## config.mk

```make
export PLATFORM = sky130hd
export DESIGN_NAME = utf8_validate_newline_normalize_core
export DESIGN_NICKNAME = d
export VERILOG_FILES = /design/src/utf8v_pkg.sv /design/src/utf8v_step.sv /design/src/utf8_validate_newline_normalize_core.sv
export SDC_FILE = /design/constraint.sdc
export NUM_CORES = 1
export LEC_CHECK = 0
export BUFFER_PORTS_ARGS = -buffer_cell sky130_fd_sc_hd__buf_2
export CORE_MARGIN = 10
export CORE_UTILIZATION = 40
export DETAILED_ROUTE_END_ITERATION = 8
export GPL_TIMING_DRIVEN = 0
export SETUP_SLACK_MARGIN = 0.05
export SYNTH_ARGS = -nofsm -noshare
export SYNTH_HDL_FRONTEND = slang
export SYNTH_SLANG_ARGS = --single-unit
export TNS_END_PERCENT = 1
```

## constraint.sdc

```tcl
create_clock -name clk -period 2.83 [get_ports clk]
set_input_delay 0.283 -clock clk [delete_from_list [all_inputs] [get_ports clk]]
set_output_delay 0.283 -clock clk [all_outputs]
set_load 0.005 [all_outputs]
```

## src/utf8v_pkg.sv

```systemverilog
`timescale 1ns / 1ps
// ----------------------------------------------------------------------------
// utf8v_pkg
// Types and byte constants shared by the UTF-8 validate and newline
// normalise core.
// ----------------------------------------------------------------------------
package utf8v_pkg;

  localparam logic [7:0] CONT_MASK  = 8'b1100_0000;
  localparam logic [7:0] CONT_TAG   = 8'b1000_0000;
  localparam logic [7:0] LEAD2_MASK = 8'b1110_0000;
  localparam logic [7:0] LEAD2_TAG  = 8'b1100_0000;
  localparam logic [7:0] LEAD3_MASK = 8'b1111_0000;
  localparam logic [7:0] LEAD3_TAG  = 8'b1110_0000;
  localparam logic [7:0] LEAD4_MASK = 8'b1111_1000;
  localparam logic [7:0] LEAD4_TAG  = 8'b1111_0000;

  localparam logic [7:0] CHAR_CR = 8'h0D;
  localparam logic [7:0] CHAR_LF = 8'h0A;

  localparam logic [7:0] BOM_B0 = 8'hEF;
  localparam logic [7:0] BOM_B1 = 8'hBB;
  localparam logic [7:0] BOM_B2 = 8'hBF;

  typedef struct packed {
    logic [1:0]  need_count;
    logic        cr_pending;
    logic        at_frame_start;
    logic [15:0] mark_hold;
    logic [1:0]  mark_hold_count;
    logic        error_seen;
    logic        mark_stripped;
  } frame_state_t;

  localparam frame_state_t FRAME_STATE_RESET = '{
    need_count:      2'd0,
    cr_pending:      1'b0,
    at_frame_start:  1'b1,
    mark_hold:       16'h0000,
    mark_hold_count: 2'd0,
    error_seen:      1'b0,
    mark_stripped:   1'b0
  };

  typedef struct packed {
    logic [1:0] count;
    logic [7:0] data0;
    logic [7:0] data1;
    logic [7:0] data2;
    logic       byte_valid;
    logic       frame_done;
    logic       frame_ok;
    logic       bom_removed;
  } step_run_t;

endpackage

```

## src/utf8v_step.sv

```systemverilog
`timescale 1ns / 1ps
// ----------------------------------------------------------------------------
// utf8v_step
// Per-byte decode: sequence structure check, mark hold and strip, CR / CR LF
// to LF, frame end status. Gives the next frame state and the run of up to
// three results caused by one item.
// ----------------------------------------------------------------------------
module utf8v_step
  import utf8v_pkg::*;
(
  input  frame_state_t state_cur,
  input  logic [7:0]   in_byte,
  input  logic         in_frame_end,
  output frame_state_t state_nxt,
  output step_run_t    run
);

  logic       fresh_error;
  logic [1:0] n;
  logic       ok;

  always_comb begin
    state_nxt                = state_cur;
    state_nxt.at_frame_start = 1'b0;
    run                      = '0;
    run.byte_valid           = 1'b1;
    n                        = 2'd0;
    fresh_error              = 1'b0;
    ok                       = 1'b0;

    if (!state_cur.error_seen) begin
      if (state_cur.need_count == 2'd0) begin
        if (state_cur.cr_pending && in_byte == CHAR_LF) begin
          state_nxt.cr_pending = 1'b0;
        end else begin
          state_nxt.cr_pending = 1'b0;
          if (!in_byte[7]) begin
            n = 2'd1;
            if (in_byte == CHAR_CR) begin
              run.data0            = CHAR_LF;
              state_nxt.cr_pending = 1'b1;
            end else begin
              run.data0 = in_byte;
            end
          end else if ((in_byte & LEAD2_MASK) == LEAD2_TAG) begin
            state_nxt.need_count = 2'd1;
            run.data0            = in_byte;
            n                    = 2'd1;
          end else if ((in_byte & LEAD3_MASK) == LEAD3_TAG) begin
            state_nxt.need_count = 2'd2;
            if (state_cur.at_frame_start && in_byte == BOM_B0) begin
              state_nxt.mark_hold       = {8'h00, in_byte};
              state_nxt.mark_hold_count = 2'd1;
            end else begin
              run.data0 = in_byte;
              n         = 2'd1;
            end
          end else if ((in_byte & LEAD4_MASK) == LEAD4_TAG) begin
            state_nxt.need_count = 2'd3;
            run.data0            = in_byte;
            n                    = 2'd1;
          end else begin
            fresh_error = 1'b1;
          end
        end
      end else if ((in_byte & CONT_MASK) != CONT_TAG) begin
        fresh_error = 1'b1;
      end else begin
        state_nxt.need_count = state_cur.need_count - 2'd1;
        case (state_cur.mark_hold_count)
          2'd1: begin
            if (in_byte == BOM_B1) begin
              state_nxt.mark_hold       = {BOM_B1, state_cur.mark_hold[7:0]};
              state_nxt.mark_hold_count = 2'd2;
            end else begin
              run.data0                 = state_cur.mark_hold[7:0];
              run.data1                 = in_byte;
              n                         = 2'd2;
              state_nxt.mark_hold       = '0;
              state_nxt.mark_hold_count = 2'd0;
            end
          end
          2'd2: begin
            if (in_byte == BOM_B2) begin
              state_nxt.mark_stripped = 1'b1;
            end else begin
              run.data0 = state_cur.mark_hold[7:0];
              run.data1 = state_cur.mark_hold[15:8];
              run.data2 = in_byte;
              n         = 2'd3;
            end
            state_nxt.mark_hold       = '0;
            state_nxt.mark_hold_count = 2'd0;
          end
          default: begin
            run.data0 = in_byte;
            n         = 2'd1;
          end
        endcase
      end
      if (!fresh_error && in_frame_end && state_nxt.need_count != 2'd0) begin
        fresh_error = 1'b1;
      end
      if (fresh_error) begin
        state_nxt.error_seen = 1'b1;
        n                    = 2'd0;
      end
    end

    if (in_frame_end) begin
      ok              = !state_nxt.error_seen;
      run.frame_done  = 1'b1;
      run.frame_ok    = ok;
      run.bom_removed = ok && state_nxt.mark_stripped;
      if (n == 2'd0) begin
        run       = '0;
        run.frame_done  = 1'b1;
        run.frame_ok    = ok;
        run.bom_removed = ok && state_nxt.mark_stripped;
        n         = 2'd1;
      end
      state_nxt = FRAME_STATE_RESET;
    end

    run.count = n;
  end

endmodule

```

## src/utf8_validate_newline_normalize_core.sv

```systemverilog
`timescale 1ns / 1ps
// ----------------------------------------------------------------------------
// utf8_validate_newline_normalize_core
// UTF-8 frame checker with leading byte order mark strip and CR / CR LF to LF
// conversion; one text byte per item, frame status on the last result.
// ----------------------------------------------------------------------------
//  channel | ports                                      | dir | handshake
//  in      | in_byte, in_frame_end                      | in  | in_valid / in_ready
//  out     | out_byte, out_byte_valid, out_run_last,    | out | out_valid / out_ready
//          | out_frame_done, out_frame_ok, out_bom_removed
//
//  An item is decoded in the cycle it is accepted and its results are held
//  in a three-entry run register that drains one result per cycle.
//  Items giving one result flow at one per cycle while out_ready is high;
//  an item giving no result is taken without occupying the output.
//  Reset clears the frame state and empties the run register.
//  A stall on out holds the run; in_ready stays high while the run is empty
//  or its last result is being taken.
// ----------------------------------------------------------------------------
module utf8_validate_newline_normalize_core
  import utf8v_pkg::*;
(
  input  logic       clk,
  input  logic       rst_n,
  input  logic       in_valid,
  output logic       in_ready,
  input  logic [7:0] in_byte,
  input  logic       in_frame_end,
  output logic       out_valid,
  input  logic       out_ready,
  output logic [7:0] out_byte,
  output logic       out_byte_valid,
  output logic       out_run_last,
  output logic       out_frame_done,
  output logic       out_frame_ok,
  output logic       out_bom_removed
);

  frame_state_t state_r, state_nxt;
  step_run_t    run_step;
  step_run_t    run_r, run_nxt;
  logic         in_take;
  logic         out_take;

  utf8v_step u_step (
    .state_cur    (state_r),
    .in_byte      (in_byte),
    .in_frame_end (in_frame_end),
    .state_nxt    (state_nxt),
    .run          (run_step)
  );

  assign out_valid = run_r.count != 2'd0;
  assign out_take  = out_valid && out_ready;
  assign in_ready  = (run_r.count == 2'd0) || (run_r.count == 2'd1 && out_ready);
  assign in_take   = in_valid && in_ready;

  always_comb begin
    run_nxt = run_r;
    if (out_take) begin
      run_nxt.data0 = run_r.data1;
      run_nxt.data1 = run_r.data2;
      run_nxt.count = run_r.count - 2'd1;
    end
    if (in_take) begin
      run_nxt = run_step;
    end
  end

  always_ff @(posedge clk) begin
    if (!rst_n) begin
      state_r <= FRAME_STATE_RESET;
      run_r   <= '0;
    end else begin
      if (in_take) begin
        state_r <= state_nxt;
      end
      run_r <= run_nxt;
    end
  end

  assign out_byte        = run_r.data0;
  assign out_byte_valid  = run_r.byte_valid;
  assign out_run_last    = run_r.count == 2'd1;
  assign out_frame_done  = out_run_last && run_r.frame_done;
  assign out_frame_ok    = out_run_last && run_r.frame_ok;
  assign out_bom_removed = out_run_last && run_r.bom_removed;

endmodule

```

==> results of run 1 <==
kinds of logic (layout without fill, tap and decap cells):
logic type | after synthesis | in the layout | synth area share
AO/OA/AOI/OAI | 122 | 122 | 0.2915
AND/OR/NAND/NOR | 122 | 122 | 0.2305
buffers and inverters | 51 | 84 | 0.09607
flip-flops | 46 | 46 | 0.3400
adder cells (fa/ha/maj) | 5 | 5 | 0.02309
multiplexers | 5 | 5 | 0.01894
path summary, 6_finish.rpt:
check	from	to	slack (ps)	depth (start not counted)
worst max register to register	state_r[2]	out_byte[1]	230	10
worst min register to register	state_r[8]	state_r[8]	440	2
worst max-delay path	state_r[2]	out_byte[1]	230	10
worst min-delay path	rst_n	run_r[29]	310	3
what timing repair did:
| item | CTS | global route |
|---|---|---|
| resized for setup | 0 | 3 |
| setup endpoints to repair | 0 | 16 |
| hold endpoints to repair | 0 | 0 |
| buffers inserted | 0 | 1 |
flip-flops by register name, summed over array words and instances, names as in the netlist:
signal and flops:
out_byte 8, out_byte_valid 1, state_r 16, run_r 21
cells in the mapped netlist (all sizes together):
master   count
dfxtp       46
a21oi       39
nand2       37
o21ai       34
nor2        22
inv         19
nand3       19
buf         18
clkbuf      14
a31oi       11
nor3        10
a21o         9
a22o         7
nand4        6
and2         5
ha           5
a211oi       4
mux2i        4
and2b        3
and3         3
nor2b        3
nor3b        3
o21a         3
a21boi       2
a221oi       2
a2bb2oi      2
a31o         2
and4         2
and4b        2
nand2b       2
nand3b       2
o31ai        2
a221o        1
a311oi       1
and3b        1
mux2         1
nor4         1
o2111ai      1
o211ai       1
o2bb2ai      1
or4          1
cells in the final DEF (no fill, tap or decap), types with 2 or more instances in the layout:
cell type,synthesis,routed
a2bb2oi_1,2,2
nand4_1,6,6
a21boi_0,2,2
a31oi_1,10,10
ha_1,5,5
o21a_1,3,3
nand3_1,18,18
a31o_2,2,2
a21oi_1,39,39
buf_2,4,28
a22o_1,7,7
nor2b_1,3,3
inv_1,18,18
mux2i_1,4,4
clkbuf_1,14,15
o31ai_1,2,2
nand2_1,36,36
buf_6,3,3
and3_1,3,3
o21ai_1,6,6
clkbuf_8,0,5
buf_4,11,12
nor3b_1,3,3
a21o_1,9,9
and2b_1,2,2
nor2_1,22,22
nand2b_1,2,2
dfxtp_1,46,45
nor3_1,10,10
a211oi_1,4,4
nand3b_1,2,2
and2_1,5,5
o21ai_0,26,26
area by class of cell:
| cell class | instances | area, um2 |
|---|---|---|
| Buffer | 32 | 188.9 |
| Clock buffer | 6 | 72.57 |
| Clock inverter | 2 | 13.76 |
| Fill cell | 684 | 3431 |
| Inverter | 19 | 71.32 |
| Multi-Input combinational cell | 254 | 1535 |
| Sequential cell | 46 | 922.1 |
| Tap cell | 77 | 96.34 |
| Timing Repair Buffer | 25 | 127.6 |
metal layers:
metal,wire length [um],track usage
met1,3754,0.2125
met3,519,0.02564
met2,3621,0.2484
met5,0,0
met4,115,0.04013
stage by stage:
stage               utilization  total power, mW  area [um2]
floorplan                     -            1.102        2709
global placement         0.4529            1.265        2925
detailed placement       0.4529            1.269        2925
CTS                      0.4663            1.665        3012
global route             0.4688            1.755        3028
finish                   0.4688            1.661        3028
power by group through the flow:
stage          clock network (mW)  logic, mW  registers (mW)
2_1_floorplan                   0      0.356           0.746
3_5_place_dp                    0      0.514           0.755
5_1_grt                     0.427      0.578           0.750
6_report                    0.399      0.520           0.742
3_3_place_gp                    0      0.510           0.755
4_1_cts                     0.408      0.516           0.741
worst register-to-register path, cell delays in order (launching register included):
cell	delay, ps
dfxtp_1	370
inv_1	70
ha_1	290
clkbuf_1	220
or4_4	540
and2b_1	280
a31oi_4	110
o21ai_4	140
buf_4	230
nand4_1	120
a21oi_1	160
==> results.py, run 1 <==
metrics = {
    "layout": {
        "fin_nets": 401,
        "antenna_cells": 0,
        "area_growth_syn_to_layout_pct": 11.78,
        "final_cells": 461,
        "layout-drive-gt1-share": 0.1745,
    },
    "logic_synthesis": {
        "synth_area_leaders": "dfxtp_1 34%, a21oi_1 7.2%, nand2_1 5.0%",
        "synth_warnings": 0,
        "ys_ff_latch": 46,
        "syn_nets": 369,
        "synth_cells": 351,
        "yosys.cell_types.count": 54,
        "synth_top_area_frac": 0.3400,
        "ys_seq_area_frac": 0.3400,
        "syn_avg_cell_area_um2": 7.718,
        "netlist_area_um2": 2709,
        "synth.largest_area_cell": "dfxtp_1",
    },
    "worst_setup_path": {
        "crit_slowest_cell": "or4_4",
        "cp_slowest_stage_delay_ps": 540,
        "path_class": "reg -> reg",
        "crit_chain": "inv_1 -> ha_1 -> clkbuf_1 -> or4_4 -> and2b_1 -> a31oi_4 -> o21ai_4 -> buf_4 -> nand4_1 -> a21oi_1",
        "critPathTopFamily": "simple AND/OR/NAND/NOR gates",
        "critPathBufInv": 3,
        "critPathCaptureType": "flip-flop",
        "cp_data_required_time_ps": 3070,
        "crit_arrival_ps": 2840,
        "critPathMaxFanout": 10,
        "cp-start-kind": "flip-flop",
    },
    "floorplanning": {
        "initial_utilization": 0.4194,
        "fp.dieH_um": 102.3,
        "dieArea_um2": 10460,
        "pin_count": 28,
        "core_area_um2": 6459,
        "die_w_um": 102.3,
        "rows": 29,
    },
    "placed_design": {
        "dpl.hpwl_mm": 5.862,
        "port_buffers": 24,
        "pre_cts_ws_ps": 123.8,
        "gp_congestion": 0.9032,
        "placed_cells": 452,
    },
    "grt": {
        "grt_usage": 0.1557,
        "grt-ovfl-total": 0,
        "grt_first_pass_wirelength_mm": 12.99,
        "grt_max_degree": 15,
        "antenna_found_initial": 0,
        "first_global_vias": 2513,
    },
    "pwr": {
        "p_int_mw": 1.076,
        "power_frac_seq": 0.447,
        "ir_drop_uv": 326.2,
        "p_comb_frac": 0.313,
        "p_per_area_nw_per_um2": 548.7,
        "power.switching_mw": 0.5855,
        "p_clk_frac": 0.240,
        "netSwitchingFraction": 0.3524,
        "leakage_nw": 1.261,
    },
    "sta": {
        "setup_viol": 0,
        "worst_pin_slew_ps": 815.5,
        "relSlewSlack": 0.4408,
        "fmax_mhz": 384.0,
        "fin_setup_tns_ps": 0,
        "min_period_over_period": 0.9203,
        "whs_ps": 307.0,
        "fin_worst_skew_ps": 4.586,
        "layout_setup_ws_ps": 225.6,
        "rsz0062_at_grt": "no",
        "slew_viol_final": 0,
        "finalHoldViolCount": 0,
        "layout_min_cycle_time_ps": 2604,
    },
    "cts": {
        "clk_path_buf_depth": 2,
        "cts_buffers": 5,
        "clk_latency_ps": 300,
        "cts_tree": "yes",
        "path_clk_slew_ps": 90,
        "cts_hold_buffers": 0,
        "cts_root_buf": "clkbuf_8",
        "htreeDepth": 2,
        "cts.sinks": 46,
    },
    "drt": {
        "vias_per_cell": 5.777,
        "vias": 2663,
        "drtIter0Drc": 271,
        "drc": 0,
        "firstDrtPassIters": 5,
        "wl_per_cell_um": 17.38,
        "routed_wl_mm": 8.010,
        "ant_nets": 0,
    },
    "job": {
        "drv_cap": 0,
    },
    "outcome": {
        "status": "finished, final reports clean",
    },
    "hold_path": {
        "hold_path_class": "in -> reg",
    },
}
Note: power is estimated with default switching activity, not from simulation.
==> inputs of run 2 (changes only) <==
--- a/config.mk
+++ b/config.mk
@@ -5,6 +5,7 @@
 export SDC_FILE = /design/constraint.sdc
 export NUM_CORES = 1
 export LEC_CHECK = 0
+export ABC_AREA = 1
 export BUFFER_PORTS_ARGS = -buffer_cell sky130_fd_sc_hd__buf_2
 export CORE_MARGIN = 10
 export CORE_UTILIZATION = 40
==> constraint.sdc (replaced) <==
create_clock -name clk -period 3.18 [get_ports clk]
set_input_delay 0.318 -clock clk [delete_from_list [all_inputs] [get_ports clk]]
set_output_delay 0.318 -clock clk [all_outputs]
set_load 0.005 [all_outputs]
==> run 2 against run 1 <==
Net effect:
- combinational power is 61% higher
- global-route usage hardly changed
- design area is 1.4% lower
- largest cell class unchanged
==> results.py, run 2 <==
metrics = {
    "floorplanning": {
        "die_w_um": 102.0,
        "rows": 29,
        "initial_utilization": 0.4183,
        "fp.dieH_um": 102.0,
        "pin_count": 28,
        "core_area_um2": 6422,
        "dieArea_um2": 10390,
    },
    "logic_synthesis": {
        "ys.flop_type": "dfxtp_1",
        "ys_seq_area_frac": 0.3428,
        "synth_cells": 404,
        "synth_warnings": 0,
        "netlist_top_cells_count": "90 x nand2_1, 62 x a21oi_1, 46 x dfxtp_1, 35 x inv_1, 33 x nand3_1",
        "ys_ff_latch": 46,
        "synth.largest_area_cell": "dfxtp_1",
        "synth_area_leaders": "dfxtp_1 34%, nand2_1 13%, a21oi_1 12%",
        "synth_top_area_frac": 0.3428,
        "async_reset_ff_frac": 0,
        "yosys.cell_types.count": 35,
        "yosysMostFrequentCell": "nand2_1",
        "syn_avg_cell_area_um2": 6.649,
        "syn_nets": 422,
        "synth_edf_count": 0,
        "netlist_area_um2": 2686,
    },
    "sta": {
        "fin_setup_tns_ps": 0,
        "relSlewSlack": 0.6218,
        "slew_viol_final": 0,
        "setup_viol": 0,
        "worst_pin_slew_ps": 567.3,
        "layout_min_cycle_time_ps": 2256,
        "finalHoldViolCount": 0,
        "min_period_over_period": 0.7093,
        "fin_worst_skew_ps": 4.233,
        "rsz0062_at_grt": "no",
        "fmax_mhz": 443.4,
    },
    "drt": {
        "vias": 2753,
        "firstDrtPassIters": 7,
        "vias_per_cell": 5.366,
        "drc": 0,
        "routed_wl_mm": 8.067,
        "wl_per_cell_um": 15.73,
        "ant_nets": 0,
        "drtIter0Drc": 191,
    },
    "cts": {
        "cts_root_buf": "clkbuf_8",
        "cts_hold_buffers": 0,
        "clk_latency_ps": 290,
        "cts_buffers": 5,
        "cts_resized": 0,
        "clk_path_buf_depth": 2,
        "cts.sinks": 46,
        "path_clk_slew_ps": 80,
        "cts_tree": "yes",
        "post_cts_buffers": 0,
        "htreeDepth": 2,
    },
    "pwr": {
        "ir_drop_uv": 255.6,
        "leakage_nw": 1.277,
        "p_per_area_nw_per_um2": 649.6,
    },
    "layout": {
        "final_cells": 513,
        "fillers": 700,
        "fin_nets": 454,
        "regMostFlops": "run_r",
        "antenna_cells": 0,
        "layout-drive-gt1-share": 0.1514,
        "layout_common_cells": "90 x nand2_1, 62 x a21oi_1, 46 x dfxtp_1",
        "area_growth_syn_to_layout_pct": 11.18,
        "layout_commonest_cell": "nand2_1",
        "largest_reg_flops": 21,
    },
    "grt": {
        "antenna_found_initial": 0,
        "grt_first_pass_wirelength_mm": 13.03,
        "grt-ovfl-total": 0,
        "first_global_vias": 2601,
        "grt_max_degree": 14,
        "grt_usage": 0.1559,
    },
    "worst_setup_path": {
        "path_class": "reg -> reg",
        "cp_data_required_time_ps": 3410,
        "critPathMaxFanout": 10,
        "critPathCaptureType": "flip-flop",
        "crit_arrival_ps": 2480,
        "cp-start-kind": "flip-flop",
    },
    "placed_design": {
        "placed_cells": 506,
        "gp_congestion": 0.9262,
        "port_buffers": 25,
        "dpl.hpwl_mm": 6.322,
    },
    "job": {
        "drv_cap": 0,
    },
    "hold_path": {
        "hold_path_class": "in -> reg",
    },
    "outcome": {
        "status": "finished, final reports clean",
    },
}
## run 2: cell types whose count changed after synthesis, moves of 5 or more
cell	change
nor3_1	-6
a21o_1	-9
inv_1	+17
a21oi_1	+23
nand3_1	+15
o21ai_1	-5
nand4_1	+5
nand2_2	+6
a22o_1	-7
nand2_1	+54
## run 2: path summary, 6_finish.rpt
check         startpoint          end  slack, ps  cells after the start
max          state_r[22]  out_byte[2]        920                     13
max reg2reg  state_r[22]  out_byte[2]        920                     13
min reg2reg   state_r[8]   state_r[8]        460                      2
min           in_byte[1]     run_r[5]        360                      3
## run 2: cell type report
type	instances	area, um2	share of cell area
flip-flops and latches	46	920.9	0.3083
inverters	41	153.9	0.05153
clock inverters	2	10.01	0.003351
well taps	77	96.34	0.03226
clock buffers	5	68.82	0.02304
repair buffers	25	125.1	0.04189
plain buffers	24	135.1	0.04525
multi-input cells	293	1476	0.4943
## run 2: metal layers
metal,vias to the layer above,part of all wire,GRT usage
met1,1279,0.49,0.2158
li1,1421,-,-
met3,8,0.044,0.02362
met2,45,0.46,0.2485
met4,0,0.011,0.03688
met5,-,0,0
## run 2: logic make-up (layout without fill, tap and decap cells)
family | count (synthesis) | after routing | synth area share
compound gates | 108 | 108 | 0.2161
fa+ha+maj | 5 | 5 | 0.02329
buf+inv | 65 | 97 | 0.1076
flops | 46 | 46 | 0.3428
simple gates | 180 | 180 | 0.3102
## run 2: power by group
| part | total (mW) | internal (mW) | leakage, nW | switching (mW) |
|---|---|---|---|---|
| sequential | 0.765 | 0.700 | 0.376 | 0.0646 |
| combinational | 0.837 | 0.300 | 0.857 | 0.537 |
| clock | 0.338 | 0.148 | 0.0438 | 0.190 |
| total | 1.94 | 1.15 | 1.28 | 0.791 |
## run 2: per-stage QoR
| step | area, um2 | setup slack (ps) | utilization | hold WS (ps) | total power [mW] |
|---|---|---|---|---|---|
| floorplan | 2686 | 1344 | - | 418.1 | 1.347 |
| detailed placement | 2908 | 967.1 | 0.4528 | 444.4 | 1.613 |
| global placement | 2908 | 988.2 | 0.4528 | 429.7 | 1.609 |
| CTS | 2987 | 935.9 | 0.4650 | 356.2 | 1.947 |
| finish | 2987 | 924.5 | 0.4650 | 362.1 | 1.940 |
| global route | 2987 | 642.1 | 0.4650 | 369.4 | 2.091 |
## run 2: critical path: stages (launching register included)
cell	delay, ps
dfxtp_1	360
inv_1	80
ha_1	220
buf_2	190
nor2_1	210
o21ai_0	150
nand2_1	90
nand2_1	70
nand2_2	110
nand3_2	130
nand3_4	140
buf_8	150
nand4_1	130
a21oi_1	160
